--- config.mk ---
export PLATFORM = sky130hd
export DESIGN_NAME = srip_div
export DESIGN_NICKNAME = d
export VERILOG_FILES = /design/src/hdl/srip_pkg.sv /design/src/hdl/srip_div.sv
export SDC_FILE = /design/constraint.sdc
export NUM_CORES = 1
export LEC_CHECK = 0
export ABC_CLOCK_PERIOD_IN_PS = 9220
export BUFFER_PORTS_ARGS = -buffer_cell sky130_fd_sc_hd__buf_2
export CORE_MARGIN = 1
export CORE_UTILIZATION = 30
export CTS_CLUSTER_SIZE = 8
export DETAILED_ROUTE_END_ITERATION = 8
export HOLD_SLACK_MARGIN = 0.02
export MAX_ROUTING_LAYER = met4
export PLACE_DENSITY_LB_ADDON = 0.3
export SYNTH_ARGS = -nofsm -noshare
export SYNTH_HDL_FRONTEND = slang
export SYNTH_SLANG_ARGS = --single-unit
--- constraint.sdc ---
create_clock -name clk_i -period 9.22 [get_ports clk_i]
set_input_delay 1.844 -clock clk_i [delete_from_list [all_inputs] [get_ports clk_i]]
set_output_delay 1.844 -clock clk_i [all_outputs]
set_load 0.005 [all_outputs]
--- src/hdl/srip_pkg.sv ---
// Shared types and constants for the integral-preserving spectral rebinner.
`timescale 1ns / 1ps
package srip_pkg;

  localparam int unsigned EDGE_W     = 48;
  localparam int unsigned LEVEL_W    = 32;
  localparam int unsigned TAG_W      = 2;
  localparam int unsigned PROD_W     = 64;
  localparam int unsigned SHELL_W    = 3;
  localparam int unsigned INDEX_W    = 9;
  localparam int unsigned CFG_IDX_W  = 2;
  localparam int unsigned CFG_DATA_W = 9;
  localparam int unsigned SHELLS_W   = 4;

  localparam logic [CFG_IDX_W-1:0] CFG_SOURCE_BINS = 2'd0;
  localparam logic [CFG_IDX_W-1:0] CFG_TARGET_BINS = 2'd1;
  localparam logic [CFG_IDX_W-1:0] CFG_SHELL_COUNT = 2'd2;

  localparam logic [TAG_W-1:0] TAG_INVALID_MIN = 2'd2;

  typedef enum logic [1:0] {
    OP_SRC_EDGE  = 2'd0,
    OP_SRC_LEVEL = 2'd1,
    OP_TGT_EDGE  = 2'd2,
    OP_COMPUTE   = 2'd3
  } op_e;

  typedef enum logic [1:0] {
    STS_OK        = 2'd0,
    STS_BAD_CELL  = 2'd1,
    STS_BAD_COVER = 2'd2,
    STS_BAD_SHELL = 2'd3
  } status_e;

  typedef struct packed {
    logic [1:0]         op;
    logic [SHELL_W-1:0] shell;
    logic [INDEX_W-1:0] index;
    logic [EDGE_W-1:0]  edge_req;
    logic [LEVEL_W-1:0] level;
    logic [TAG_W-1:0]   validity;
  } in_word_t;

  typedef struct packed {
    logic [LEVEL_W-1:0] mean_level;
    logic [1:0]         status;
  } out_word_t;

endpackage

--- src/hdl/srip_div.sv ---
// Restoring serial divider, one quotient bit per cycle.
`timescale 1ns / 1ps
module srip_div
  import srip_pkg::*;
#(
  parameter int unsigned DIVIDEND_W = 88
) (
  input  logic                  clk_i,
  input  logic                  rst_ni,
  input  logic                  start_i,
  input  logic [DIVIDEND_W-1:0] dividend_i,
  input  logic [EDGE_W-1:0]     divisor_i,
  output logic                  done_o,
  output logic [LEVEL_W-1:0]    quotient_o
);

  localparam int unsigned CNT_W = $clog2(DIVIDEND_W + 1);

  logic                  busy_q;
  logic                  done_q;
  logic [CNT_W-1:0]      cnt_q;
  logic [DIVIDEND_W-1:0] num_q;
  logic [EDGE_W-1:0]     den_q;
  logic [EDGE_W-1:0]     rem_q;
  logic [LEVEL_W-1:0]    quo_q;
  logic [EDGE_W:0]       trial;
  logic [EDGE_W:0]       diff;
  logic                  fits;

  assign trial = {rem_q, num_q[DIVIDEND_W-1]};
  assign diff  = trial - {1'b0, den_q};
  assign fits  = trial >= {1'b0, den_q};

  always_ff @(posedge clk_i or negedge rst_ni) begin
    if (!rst_ni) begin
      busy_q <= 1'b0;
      done_q <= 1'b0;
      cnt_q  <= '0;
    end else begin
      done_q <= 1'b0;
      if (start_i) begin
        busy_q <= 1'b1;
        cnt_q  <= CNT_W'(DIVIDEND_W);
      end else if (busy_q) begin
        cnt_q <= cnt_q - CNT_W'(1);
        if (cnt_q == CNT_W'(1)) begin
          busy_q <= 1'b0;
          done_q <= 1'b1;
        end
      end
    end
  end

  always_ff @(posedge clk_i) begin
    if (start_i) begin
      num_q <= dividend_i;
      den_q <= divisor_i;
      rem_q <= '0;
      quo_q <= '0;
    end else if (busy_q) begin
      num_q <= {num_q[DIVIDEND_W-2:0], 1'b0};
      rem_q <= fits ? diff[EDGE_W-1:0] : trial[EDGE_W-1:0];
      quo_q <= {quo_q[LEVEL_W-2:0], fits};
    end
  end

  assign done_o     = done_q;
  assign quotient_o = quo_q;

endmodule

==> Yosys cells after proc, flatten, opt, wreduce, memory -nomap -nowiden <==
Cells that the tools add are included.
{ "word_totals": {"regBits": 225, "latchBits": 0, "ramBits": 0, "mem_bits_ro": 0, "out_inout_bits": 33, "n_memories": 0} }
{ "classes": {"addsub": 2, "n_mul": 0, "div_mod_pow": 0, "order_cmp": 1, "n_eq_ne": 1, "n_shift": 0, "n_mux": 11, "bitwise": 0, "reduce_logical": 1} }
{ "op_table": {"columns": ["op", "n"], "rows": [
  ["2-to-1 mux 88 bit", 2],
  ["greater-or-equal comparator 49 x 48 -> 1 bit", 1],
  ["2-to-1 mux 48 bit", 1],
  ["subtractor 48 bit", 1],
  ["2-to-1 mux 7 bit", 2],
  ["== test 7 x 1 -> 1 bit, second input constant", 1],
  ["subtractor 7 x 1 -> 7 bit, second input constant", 1],
  ["2-to-1 mux 1 bit", 6],
  ["nonzero test 2 bit", 1]
]} }

==> Logic depth before layout (Yosys ltp) <==
Gate-level depths: netlist of run 1.
{ "depth": {"depth_word": 4, "depth_mapped": 15, "depth_no_buf": 13} }

==> Least setup slack after synthesis of run 1 <==
No wires, ideal clock.
{ "synth_path": {"kind": "input to register", "start": "input port start_i", "end": "register num_q[0], enable pin", "setup_ps": 441, "arrival_time_ps": 4148, "setup_slack_ps": 4631, "stages": 4, "n_path_buf": 2, "path_cell_list": "clkbuf_1 nor2_1 clkbuf_1 inv_1"} }
{ "synth_between": {"elab_chain_cells": 1} }
{ "synth_lines": {"columns": ["item", "line_no", "source"], "rows": [
  ["start: declaration", "srip_div.sv:10", "input logic start_i,"],
  ["nonzero test 2 bit (no source line)", null, null],
  ["end signal: assignment", "srip_div.sv:56", "num_q <= dividend_i;"],
  ["end signal: assignment", "srip_div.sv:61", "num_q <= {num_q[DIVIDEND_W-2:0], 1'b0};"],
  ["end: declaration", "srip_div.sv:22", "logic [DIVIDEND_W-1:0] num_q;"]
]} }
Every way passes these cells.
A chain may end at the register's enable or synchronous reset.

==> Worst setup path after layout of run 1 <==
{ "layout_path": {"start": "input port start_i", "end": "register num_q[36], enable pin"} }
The elaborated chain is that of the path after synthesis.

==> results of run 1 <==
==> cell families after synthesis <==
logic type               after synthesis  share of synthesized area
XOR/XNOR                              50                    0.03751
adder cells (fa/ha/maj)               51                    0.05531
flip-flops                           225                     0.5063
buffers and inverters                113                    0.04244
multiplexers                         153                     0.1409
AO/OA/AOI/OAI                        215                     0.1275
AND/OR/NAND/NOR                      227                    0.08993
==> report_power, final <==
group | internal [mW] | total (mW) | switching, mW
sequential | 1.20 | 1.28 | 0.0745
combinational | 0.418 | 0.932 | 0.514
clock | 0.723 | 1.20 | 0.475
total | 2.34 | 3.41 | 1.06
==> cell usage in the layout, fill, tap and decap left out, types with 3 or more instances in the layout <==
cell type / Yosys / routed
sky130_fd_sc_hd__o21ai_1: 18 / 18
sky130_fd_sc_hd__xnor2_1: 30 / 30
sky130_fd_sc_hd__a211oi_2: 3 / 3
sky130_fd_sc_hd__nand2b_1: 9 / 9
sky130_fd_sc_hd__a211oi_1: 25 / 25
sky130_fd_sc_hd__nor2b_1: 7 / 7
sky130_fd_sc_hd__mux2_2: 87 / 87
sky130_fd_sc_hd__and2_1: 7 / 7
sky130_fd_sc_hd__nor2_1: 90 / 89
sky130_fd_sc_hd__a21o_1: 33 / 33
sky130_fd_sc_hd__inv_1: 61 / 60
sky130_fd_sc_hd__or2_2: 3 / 3
sky130_fd_sc_hd__dfxtp_1: 80 / 80
sky130_fd_sc_hd__nand3_1: 14 / 14
sky130_fd_sc_hd__nand2_1: 54 / 54
sky130_fd_sc_hd__nor4_1: 5 / 5
sky130_fd_sc_hd__ha_1: 50 / 50
sky130_fd_sc_hd__nor3_1: 11 / 11
sky130_fd_sc_hd__edfxtp_1: 136 / 136
sky130_fd_sc_hd__o22ai_1: 5 / 5
sky130_fd_sc_hd__a21oi_1: 51 / 51
sky130_fd_sc_hd__clkbuf_16: 0 / 35
sky130_fd_sc_hd__a21oi_2: 3 / 3
sky130_fd_sc_hd__o211ai_2: 3 / 3
sky130_fd_sc_hd__mux2i_1: 65 / 65
sky130_fd_sc_hd__xor2_1: 20 / 20
sky130_fd_sc_hd__a221o_1: 10 / 10
sky130_fd_sc_hd__buf_4: 3 / 4
sky130_fd_sc_hd__clkbuf_1: 28 / 22
sky130_fd_sc_hd__o21ai_0: 26 / 26
sky130_fd_sc_hd__buf_2: 11 / 170
sky130_fd_sc_hd__dfrtp_1: 9 / 8
sky130_fd_sc_hd__o21a_1: 9 / 9
sky130_fd_sc_hd__a31oi_1: 8 / 8
sky130_fd_sc_hd__nand4_1: 12 / 12
sky130_fd_sc_hd__and3_1: 5 / 5
sky130_fd_sc_hd__diode_2: 0 / 15
==> layout make-up <==
class	count	area, µm²	area share
well taps	511	639.4	0.04555
diodes	15	37.54	0.002674
inverters	61	230.2	0.01640
clock inverters	3	58.81	0.004189
repair buffers	176	914.6	0.06516
flip-flops and latches	225	5914	0.4213
clock buffers	58	972.2	0.06926
multi-input cells	696	5270	0.3754
==> flip-flops by register name, indices dropped and copies added, names as in the netlist <==
| name | count |
|---|---|
| num_q | 88 |
| den_q | 48 |
| rem_q | 48 |
| quotient_o | 32 |
| cnt_q | 7 |
| busy_q | 1 |
| done_o | 1 |
==> critical path, cell delays in order <==
cell                       delay [ns]
sky130_fd_sc_hd__clkbuf_8        0.22
sky130_fd_sc_hd__nor2_2          0.93
sky130_fd_sc_hd__clkinv_2        0.70
sky130_fd_sc_hd__buf_4           0.59
==> layer usage <==
metal | up-vias | GRT usage | wire, µm
li1 | 4105 | - | -
met1 | 3802 | 0.1820 | 12680
met2 | 201 | 0.2167 | 12040
met3 | 42 | 0.05654 | 2346
met4 | 0 | 0.05071 | 588
met5 | - | - | 0
==> worst max path at each step <==
stage	start	end	depth (start not counted)
after floorplan	start_i	num_q[0]	4
after global placement	start_i	num_q[24]	4
after detailed placement	start_i	num_q[21]	4
after CTS	start_i	num_q[36]	4
after global routing	den_q[1]	rem_q[44]	13
final	start_i	num_q[36]	4
==> stage by stage <==
step	setup slack, ns	utilization
2_1_floorplan	4.631	-
3_3_place_gp	4.553	0.3411
3_5_place_dp	4.409	0.3411
4_1_cts	5.017	0.3682
5_1_grt	4.814	0.3691
6_report	5.029	0.3692
==> results_dict.tcl, run 1 <==
set metrics [dict create \
    status "complete, no violations" \
    dpl.hpwl_um 19010 \
    core.rowCount 71 \
    cp.required_ns 9.40 \
    drtPass1Iterations 4 \
    endpoint_kind "flop" \
    syn2layout_area_growth_pct 20.25 \
    worstMarginPinSlew_ns 1.179 \
    average_cell_area_after_synthesis_um2 11.29 \
    powerDensity_nw_per_um2 242.6 \
    htree_num_levels 2 \
    post_detailed_placement_cell_area_um2 12970 \
    coreArea_um2 38020 \
    synth_net_count 1224 \
    synth_unique_cells 66 \
    power.total_mw 3.406 \
    synthMostInstantiatedCell "sky130_fd_sc_hd__edfxtp_1" \
    grt_start_max_net_pins 171 \
    hold_path_end "rem_q[39]" \
    tritoncts "built" \
    postCtsResizedCells 0 \
    yosys_register_bits 225 \
    clock_tree_root_driver_cell "sky130_fd_sc_hd__clkbuf_16" \
    floorplan.die_area_um2 39700 \
    cts_setup_buffers 0 \
    die_y_um 199.3 \
    top_flip_flop_cell_by_instance_count_after_synthesis "sky130_fd_sc_hd__edfxtp_1" \
    crit_path_start_kind "input pin" \
    hold_class "flop to flop" \
    sequential_to_total_area_share_from_yosys_stat 0.5063 \
    critical_path_arrival_ns 4.37 \
    fillerInstances 3877 \
    hold-worst-slack_ns 0.4697 \
    global_route.overflow_total 0 \
    synth.top_cells.by_count "sky130_fd_sc_hd__edfxtp_1 (136), sky130_fd_sc_hd__nor2_1 (90), sky130_fd_sc_hd__mux2_2 (87)" \
    post_synth_instance_area_um2 11670 \
    port_buffers 171 \
    final_layout_size_suffix_gt1_frac 0.2699 \
    viasPerCell 4.670 \
    finalWeightedCongestion 0.8598 \
    critical_path_peak_fanout 66 \
    final.setup_skew_ns 0.01703 \
    clkTransAtPathRegs_ns 0.05 \
    cts_hold_buf 0 \
    leak_nw 6.105 \
    netlist.area_leader.share 0.3498 \
    clock_sinks 225 \
    worstRegToRegCells 13 \
    final_min_period_over_clock_period 0.4545 \
    die_width_um 199.3 \
    netlist.top_cell.by_area "sky130_fd_sc_hd__edfxtp_1" \
    post_detailed_route_wirelength_per_cell_um 15.85 \
    ant_nets 0 \
    synth_warnings 0 \
    initial_core_util 0.3070 \
    drt_iter0_drc 397 \
    timing.reg2reg.setup_slack_ns 5.12 \
    grt_use_total 0.1468 \
    clock.fmax_mhz 238.6 \
    final-instance-count-excl-fill 1745 \
    finalWorstPathRequiredPeriod_ns 4.191 \
    min_delay_path_depth 2 \
    async_reset_ff_frac 0.04000 \
    timing.hold.worst.start "rem_q[39]" \
    worstSkewPairLatency_ns 0.54 \
    synth_instances 1034 \
    critical_path.reg2reg.endpoint "rem_q[32]" \
    grt_first_pass_wirelength_um 44190 \
    final_net_count 1384 \
    drc 0 \
    max_rail_drop_vdd_mv 0.1458 \
    cts_made_buffers 34 \
    dr_total_vias 8150 \
    timing.final.hold_violations 0 \
    layout.cell_area.non_filler_um2 14040 \
    clk_path_buf_depth 3 \
    maxCapViolations 0 \
    dpl.cell_count 1669 \
    timing.setup.tns_ns 0 \
    number_of_global_route_vias_before_repair 8253 \
    worst_slew_margin_relative_to_its_limit 0.2134 \
    top_level_ports 172 \
    startpoint_of_the_worst_register_to_register_path "den_q[1]" \
    slew_violations 0 \
    rsz_0062_raised_after_global_routing "no" \
    setup-violations-final 0 \
    number_of_antenna_violations_at_the_first_check_in_global_routing 14 \
    synth_edf_count 136 \
    wl_um 27660 \
    path_class "input pin to flop" \
    synth.top_cells.by_area "sky130_fd_sc_hd__edfxtp_1 (35%), sky130_fd_sc_hd__dfxtp_1 (14%), sky130_fd_sc_hd__mux2_2 (8.4%)" \
]
Power figures use the tool's default switching activity.
==> run 2: changes to the inputs <==
--- a/config.mk
+++ b/config.mk
@@ -5,7 +5,7 @@
 export SDC_FILE = /design/constraint.sdc
 export NUM_CORES = 1
 export LEC_CHECK = 0
-export ABC_CLOCK_PERIOD_IN_PS = 9220
+export ABC_CLOCK_PERIOD_IN_PS = 3900
 export BUFFER_PORTS_ARGS = -buffer_cell sky130_fd_sc_hd__buf_2
 export CORE_MARGIN = 1
 export CORE_UTILIZATION = 30
==> constraint.sdc (replaced) <==
create_clock -name clk_i -period 3.9 [get_ports clk_i]
set_input_delay 0.78 -clock clk_i [delete_from_list [all_inputs] [get_ports clk_i]]
set_output_delay 0.78 -clock clk_i [all_outputs]
set_load 0.005 [all_outputs]
==> run 2 against run 1 <==
Against the previous run:
- hold slack worse by 0.38 ns
- power is 130% higher
- first-iteration DRC count is 2.0% lower
- global-route usage is 0.27 points higher
- setup slack worse by 4.5 ns
- clock power is 130% higher
- utilization is 0.072 points higher
- combinational power is 140% higher
- register-to-register slack worse by 4.5 ns
- largest cell class unchanged
- highest routed layer unchanged
==> results_dict.tcl, run 2 (same netlist as run 1, synthesis figures left out) <==
set metrics [dict create \
    status "complete, no violations" \
    number_of_global_route_vias_before_repair 8355 \
    grt_use_total 0.1496 \
    cts_setup_buffers 0 \
    clock.fmax_mhz 300.4 \
    slew_violations 0 \
    timing.final.hold_violations 0 \
    setup-violations-final 0 \
    ant_nets 0 \
    power.share.sequential 0.379 \
    clock_sinks 225 \
    critical_path_arrival_ns 3.73 \
    finalWeightedCongestion 0.8635 \
    critical_path.reg2reg.endpoint "rem_q[43]" \
    final_cell_mix "sky130_fd_sc_hd__buf_2 (170), sky130_fd_sc_hd__edfxtp_1 (136), sky130_fd_sc_hd__nor2_1 (89), sky130_fd_sc_hd__mux2_2 (87), sky130_fd_sc_hd__dfxtp_1 (80)" \
    initial_core_util 0.3070 \
    drtPass1Iterations 8 \
    largest_register_ffs 88 \
    pwr-share-clk 0.343 \
    global_route.overflow_total 0 \
    final_layout_size_suffix_gt1_frac 0.2715 \
    worstSkewPairLatency_ns 0.53 \
    grt_start_max_net_pins 102 \
    internal_power_mw 5.490 \
    wl_um 28390 \
    hold_class "input pin to asynchronous set/reset pin" \
    mostFrequentLayoutCell "sky130_fd_sc_hd__buf_2" \
    core.rowCount 71 \
    path_class "flop to flop" \
    clock_tree_root_driver_cell "sky130_fd_sc_hd__clkbuf_16" \
    maxCapViolations 0 \
    die_width_um 199.3 \
    power_frac_comb 0.278 \
    worstMarginPinSlew_ns 0.6273 \
    die_y_um 199.3 \
    clk_path_buf_depth 3 \
    cts_made_buffers 34 \
    grtUsageMet3 0.06177 \
    cts_hold_buf 0 \
    use_met1 0.1851 \
    post_detailed_route_wirelength_per_cell_um 16.22 \
    critical_path_peak_fanout 10 \
    viasPerCell 4.751 \
    cp.required_ns 4.31 \
    coreArea_um2 38020 \
    met2_usage 0.2198 \
    tritoncts "built" \
    final.setup_skew_ns 0.01762 \
    port_buffers 171 \
    dr_total_vias 8314 \
    number_of_antenna_violations_at_the_first_check_in_global_routing 16 \
    floorplan.die_area_um2 39700 \
    htree_num_levels 2 \
    layout.cell_area.non_filler_um2 14060 \
    powerDensity_nw_per_um2 567.7 \
    top_level_ports 172 \
    utilization 0.3699 \
    worst_slew_margin_relative_to_its_limit 0.5810 \
    endpoint_kind "flop" \
    postCtsResizedCells 0 \
    leak_nw 6.119 \
    finalWorstPathRequiredPeriod_ns 3.329 \
    max_rail_drop_vdd_mv 0.2991 \
    gr-max-usage-layer "met2" \
    worstRegToRegCells 12 \
    final_min_period_over_clock_period 0.8535 \
    power.net_switching_mw 2.495 \
    dpl.hpwl_um 19890 \
    power_switching_share 0.3124 \
    largest_register "num_q" \
    syn2layout_area_growth_pct 20.48 \
    timing.reg2reg.setup_slack_ns 0.57 \
    rsz_0062_raised_after_global_routing "no" \
    final_net_count 1389 \
    grt_first_pass_wirelength_um 44580 \
    timing.setup.tns_ns 0 \
    crit_path_start_kind "flop" \
    startpoint_of_the_worst_register_to_register_path "den_q[22]" \
    drt_iter0_drc 389 \
    drc 0 \
    largestRegisters "num_q: 88 flops, den_q: 48 flops, rem_q: 48 flops" \
    hold-worst-slack_ns 0.09173 \
    post_detailed_placement_cell_area_um2 13040 \
    clkTransAtPathRegs_ns 0.06 \
]
-- run 2: cell types whose count changed in the layout (fill, tap and decap cells not counted) --
cell	change
sky130_fd_sc_hd__inv_6	-1
sky130_fd_sc_hd__buf_12	+3
sky130_fd_sc_hd__clkinv_8	+1
sky130_fd_sc_hd__clkinv_16	-1
sky130_fd_sc_hd__clkinvlp_4	+1
sky130_fd_sc_hd__buf_4	+2
sky130_fd_sc_hd__diode_2	+1
sky130_fd_sc_hd__clkbuf_1	+1
sky130_fd_sc_hd__clkbuf_16	-1
sky130_fd_sc_hd__clkbuf_8	-1
-- run 2: stage by stage --
| stage | cells | worst slack (ns) | total power, mW |
|---|---|---|---|
| finish | 1750 | 0.5713 | 7.985 |
| global route | 1750 | 0.3473 | 8.469 |
| CTS | 1734 | 0.5645 | 8.114 |
| detailed placement | 1674 | 0.5985 | 5.286 |
| global placement | 1674 | 0.6306 | 5.275 |
| floorplan | 1034 | 0.3747 | 4.788 |
-- run 2: area by class of cell --
type	instances	area (µm²)
inverter	61	230.2
clock inverter	3	43.79
timing repair buffer	181	989.7
clock buffer	57	937.1
fill	3867	23960
multi-input combinational	696	5270
antenna	16	40.04
sequential	225	5914
tap	511	639.4
-- run 2: power by group through the flow --
stage / Combinational (mW) / Clock [mW] / Sequential (mW)
2_1_floorplan: 1.79 / 0 / 3.00
3_3_place_gp: 2.21 / 0 / 3.07
3_5_place_dp: 2.22 / 0 / 3.07
4_1_cts: 2.23 / 2.85 / 3.03
5_1_grt: 2.46 / 2.95 / 3.06
6_report: 2.22 / 2.74 / 3.03
-- run 2: worst max-delay path by stage --
stage	startpoint	cells past startpoint	end
after detailed placement	den_q[22]	12	rem_q[44]
after floorplan	start_i	4	num_q[0]
after global placement	num_q[87]	13	rem_q[36]
after global routing	den_q[1]	13	rem_q[24]
final	den_q[22]	12	rem_q[43]
after CTS	num_q[87]	13	rem_q[36]
-- run 2: critical path, cell delays in order, from the launching register on --
cell and delay [ns]:
sky130_fd_sc_hd__edfxtp_1 0.33, sky130_fd_sc_hd__inv_1 0.05, sky130_fd_sc_hd__ha_1 0.41, sky130_fd_sc_hd__a21o_1 0.20, sky130_fd_sc_hd__a31oi_1 0.26, sky130_fd_sc_hd__o21a_1 0.18
sky130_fd_sc_hd__o21ai_1 0.06, sky130_fd_sc_hd__a221o_1 0.36, sky130_fd_sc_hd__a31oi_2 0.23, sky130_fd_sc_hd__o31a_4 0.21, sky130_fd_sc_hd__o21a_1 0.38, sky130_fd_sc_hd__nor2_1 0.17
sky130_fd_sc_hd__a221o_1 0.36
-- run 2: per-layer routing --
layer	part of all wire	vias up
li1	-	4143
met1	0.45	3892
met2	0.44	231
met3	0.085	48
met4	0.022	0
met5	0	-
==> run 3: changes to the inputs <==
==> constraint.sdc (replaced) <==
create_clock -name clk_i -period 3.9 [get_ports clk_i]
set_input_delay 0.585 -clock clk_i [delete_from_list [all_inputs] [get_ports clk_i]]
set_output_delay 0.585 -clock clk_i [all_outputs]
set_load 0.005 [all_outputs]
==> run 3 against run 2 <==
Against the previous run:
- count of clock-buffer cells in the layout is the same
- cell count unchanged
- first-iteration DRC count down 2.8%
- critical path type unchanged
- largest cell class unchanged
- largest power group unchanged
- highest routed layer unchanged
==> results_dict.tcl, run 3 (same netlist as run 1, synthesis figures left out) <==
set metrics [dict create \
    finalWeightedCongestion 0.8692 \
    timing.reg2reg.setup_slack_ns 0.56 \
    drtPass1Iterations 5 \
    layout.cell_area.non_filler_um2 14060 \
    global_route.overflow_total 0 \
    postCtsResizedCells 0 \
    post_detailed_placement_cell_area_um2 13020 \
    final.setup_skew_ns 0.01831 \
    core.rowCount 71 \
    worstSkewPairLatency_ns 0.54 \
    htree_num_levels 2 \
    cts_hold_buf 1 \
    grt_first_pass_wirelength_um 44480 \
    number_of_global_route_vias_before_repair 8316 \
    final_cell_mix "sky130_fd_sc_hd__buf_2 (170), sky130_fd_sc_hd__edfxtp_1 (136), sky130_fd_sc_hd__nor2_1 (89), sky130_fd_sc_hd__mux2_2 (87), sky130_fd_sc_hd__dfxtp_1 (80)" \
    dpl.cell_count 1673 \
    pre_cts_slack_ns 0.6314 \
    clock_sinks 225 \
    floorplan.die_area_um2 39700 \
    cts_setup_buffers 0 \
    timing.hold.worst.start "divisor_i[8]" \
    cts_made_buffers 34 \
    worst_slew_margin_relative_to_its_limit 0.5563 \
    worstMarginPinSlew_ns 0.6631 \
    max_rail_drop_vdd_mv 0.3320 \
    finalWorstPathRequiredPeriod_ns 3.341 \
    coreArea_um2 38020 \
    startpoint_of_the_worst_register_to_register_path "den_q[18]" \
    die_y_um 199.3 \
    hold_path_end "den_q[8]" \
    post_detailed_route_wirelength_per_cell_um 16.21 \
    startpoint "den_q[18]" \
    path_class "flop to flop" \
    endpoint_kind "flop" \
    crit_path_start_kind "flop" \
    viasPerCell 4.738 \
    setup-violations-final 0 \
    slew_violations 0 \
    leak_nw 6.122 \
    top_level_ports 172 \
    timing.setup.tns_ns 0 \
    drt_iter0_drc 378 \
    grt_use_total 0.1486 \
    tritoncts "built" \
    mostFrequentLayoutCell "sky130_fd_sc_hd__buf_2" \
    maxCapViolations 0 \
    powerDensity_nw_per_um2 571.4 \
    min_delay_path_depth 1 \
    grt_start_max_net_pins 102 \
    timing.final.hold_violations 0 \
    final-instance-count-excl-fill 1750 \
    syn2layout_area_growth_pct 20.46 \
    critical_path.reg2reg.endpoint "rem_q[44]" \
    largestRegisters "num_q: 88 flops, den_q: 48 flops, rem_q: 48 flops" \
    hold-worst-slack_ns 0.2178 \
    cp.required_ns 4.32 \
    final_critical_path_setup_slack_ns 0.5588 \
    critical_path_peak_fanout 10 \
    wl_um 28360 \
    largest_register "num_q" \
    die_width_um 199.3 \
    dpl.hpwl_um 19710 \
    largest_register_ffs 88 \
    final_layout_size_suffix_gt1_frac 0.2715 \
    ant_nets 0 \
    rsz_0062_raised_after_global_routing "no" \
    worstRegToRegCells 12 \
    status "complete, no violations" \
    port_buffers 171 \
    clock.fmax_mhz 299.3 \
    final_net_count 1389 \
    hold_class "input pin to flop" \
    initial_core_util 0.3070 \
    critical_path_arrival_ns 3.76 \
    number_of_antenna_violations_at_the_first_check_in_global_routing 15 \
    dr_total_vias 8291 \
    clk_path_buf_depth 3 \
    clkTransAtPathRegs_ns 0.05 \
    clock_tree_root_driver_cell "sky130_fd_sc_hd__clkbuf_16" \
    drc 0 \
    final_min_period_over_clock_period 0.8567 \
]
[run 3: changes by cell type in the layout (fill, tap and decap cells not counted), sizes merged]
cell	change
dlygate4sd3	+1
buf	-1
clkinvlp	-1
clkinv	+1
[run 3: layout make-up]
cell class                 instances  area (µm²)
antenna                           16       40.04
sequential                       225        5914
fill                            3811       23960
tap                              511       639.4
inverter                          61       230.2
clock inverter                     3       41.29
clock buffer                      57       947.2
multi-input combinational        696        5270
timing repair buffer             181       979.7
[run 3: per-stage QoR]
stage / util / total power [mW]
after CTS: 0.3688 / 8.152
after floorplan: - / 4.788
final: 0.3699 / 8.035
after global placement: 0.3425 / 5.276
after global routing: 0.3698 / 8.509
after detailed placement: 0.3425 / 5.288
[run 3: worst max-delay path by stage]
stage | slack, ns | to
after floorplan | 0.57 | num_q[0]
after global placement | 0.63 | rem_q[36]
after detailed placement | 0.63 | rem_q[44]
after CTS | 0.59 | rem_q[36]
after global routing | 0.35 | rem_q[30]
final | 0.56 | rem_q[44]
[run 3: power by group]
group | internal [mW] | switching (mW)
combinational | 1.01 | 1.23
clock | 1.66 | 1.12
sequential | 2.84 | 0.181
total | 5.51 | 2.53
[run 3: worst max-delay path: stages, from the launching register on]
cell	delay (ns)
sky130_fd_sc_hd__edfxtp_1	0.32
sky130_fd_sc_hd__inv_1	0.04
sky130_fd_sc_hd__ha_1	0.39
sky130_fd_sc_hd__a21o_1	0.22
sky130_fd_sc_hd__a31oi_1	0.31
sky130_fd_sc_hd__o21a_1	0.16
sky130_fd_sc_hd__o21ai_1	0.06
sky130_fd_sc_hd__a221o_1	0.36
sky130_fd_sc_hd__a31oi_2	0.25
sky130_fd_sc_hd__o31a_4	0.21
sky130_fd_sc_hd__o21a_1	0.38
sky130_fd_sc_hd__nor2_1	0.18
sky130_fd_sc_hd__a221o_1	0.34
[run 3: routing by layer]
metal | share of wire | GRT usage
met1 | 0.45 | 0.1825
met2 | 0.44 | 0.2213
met3 | 0.088 | 0.05705
met4 | 0.023 | 0.05185
met5 | 0 | -
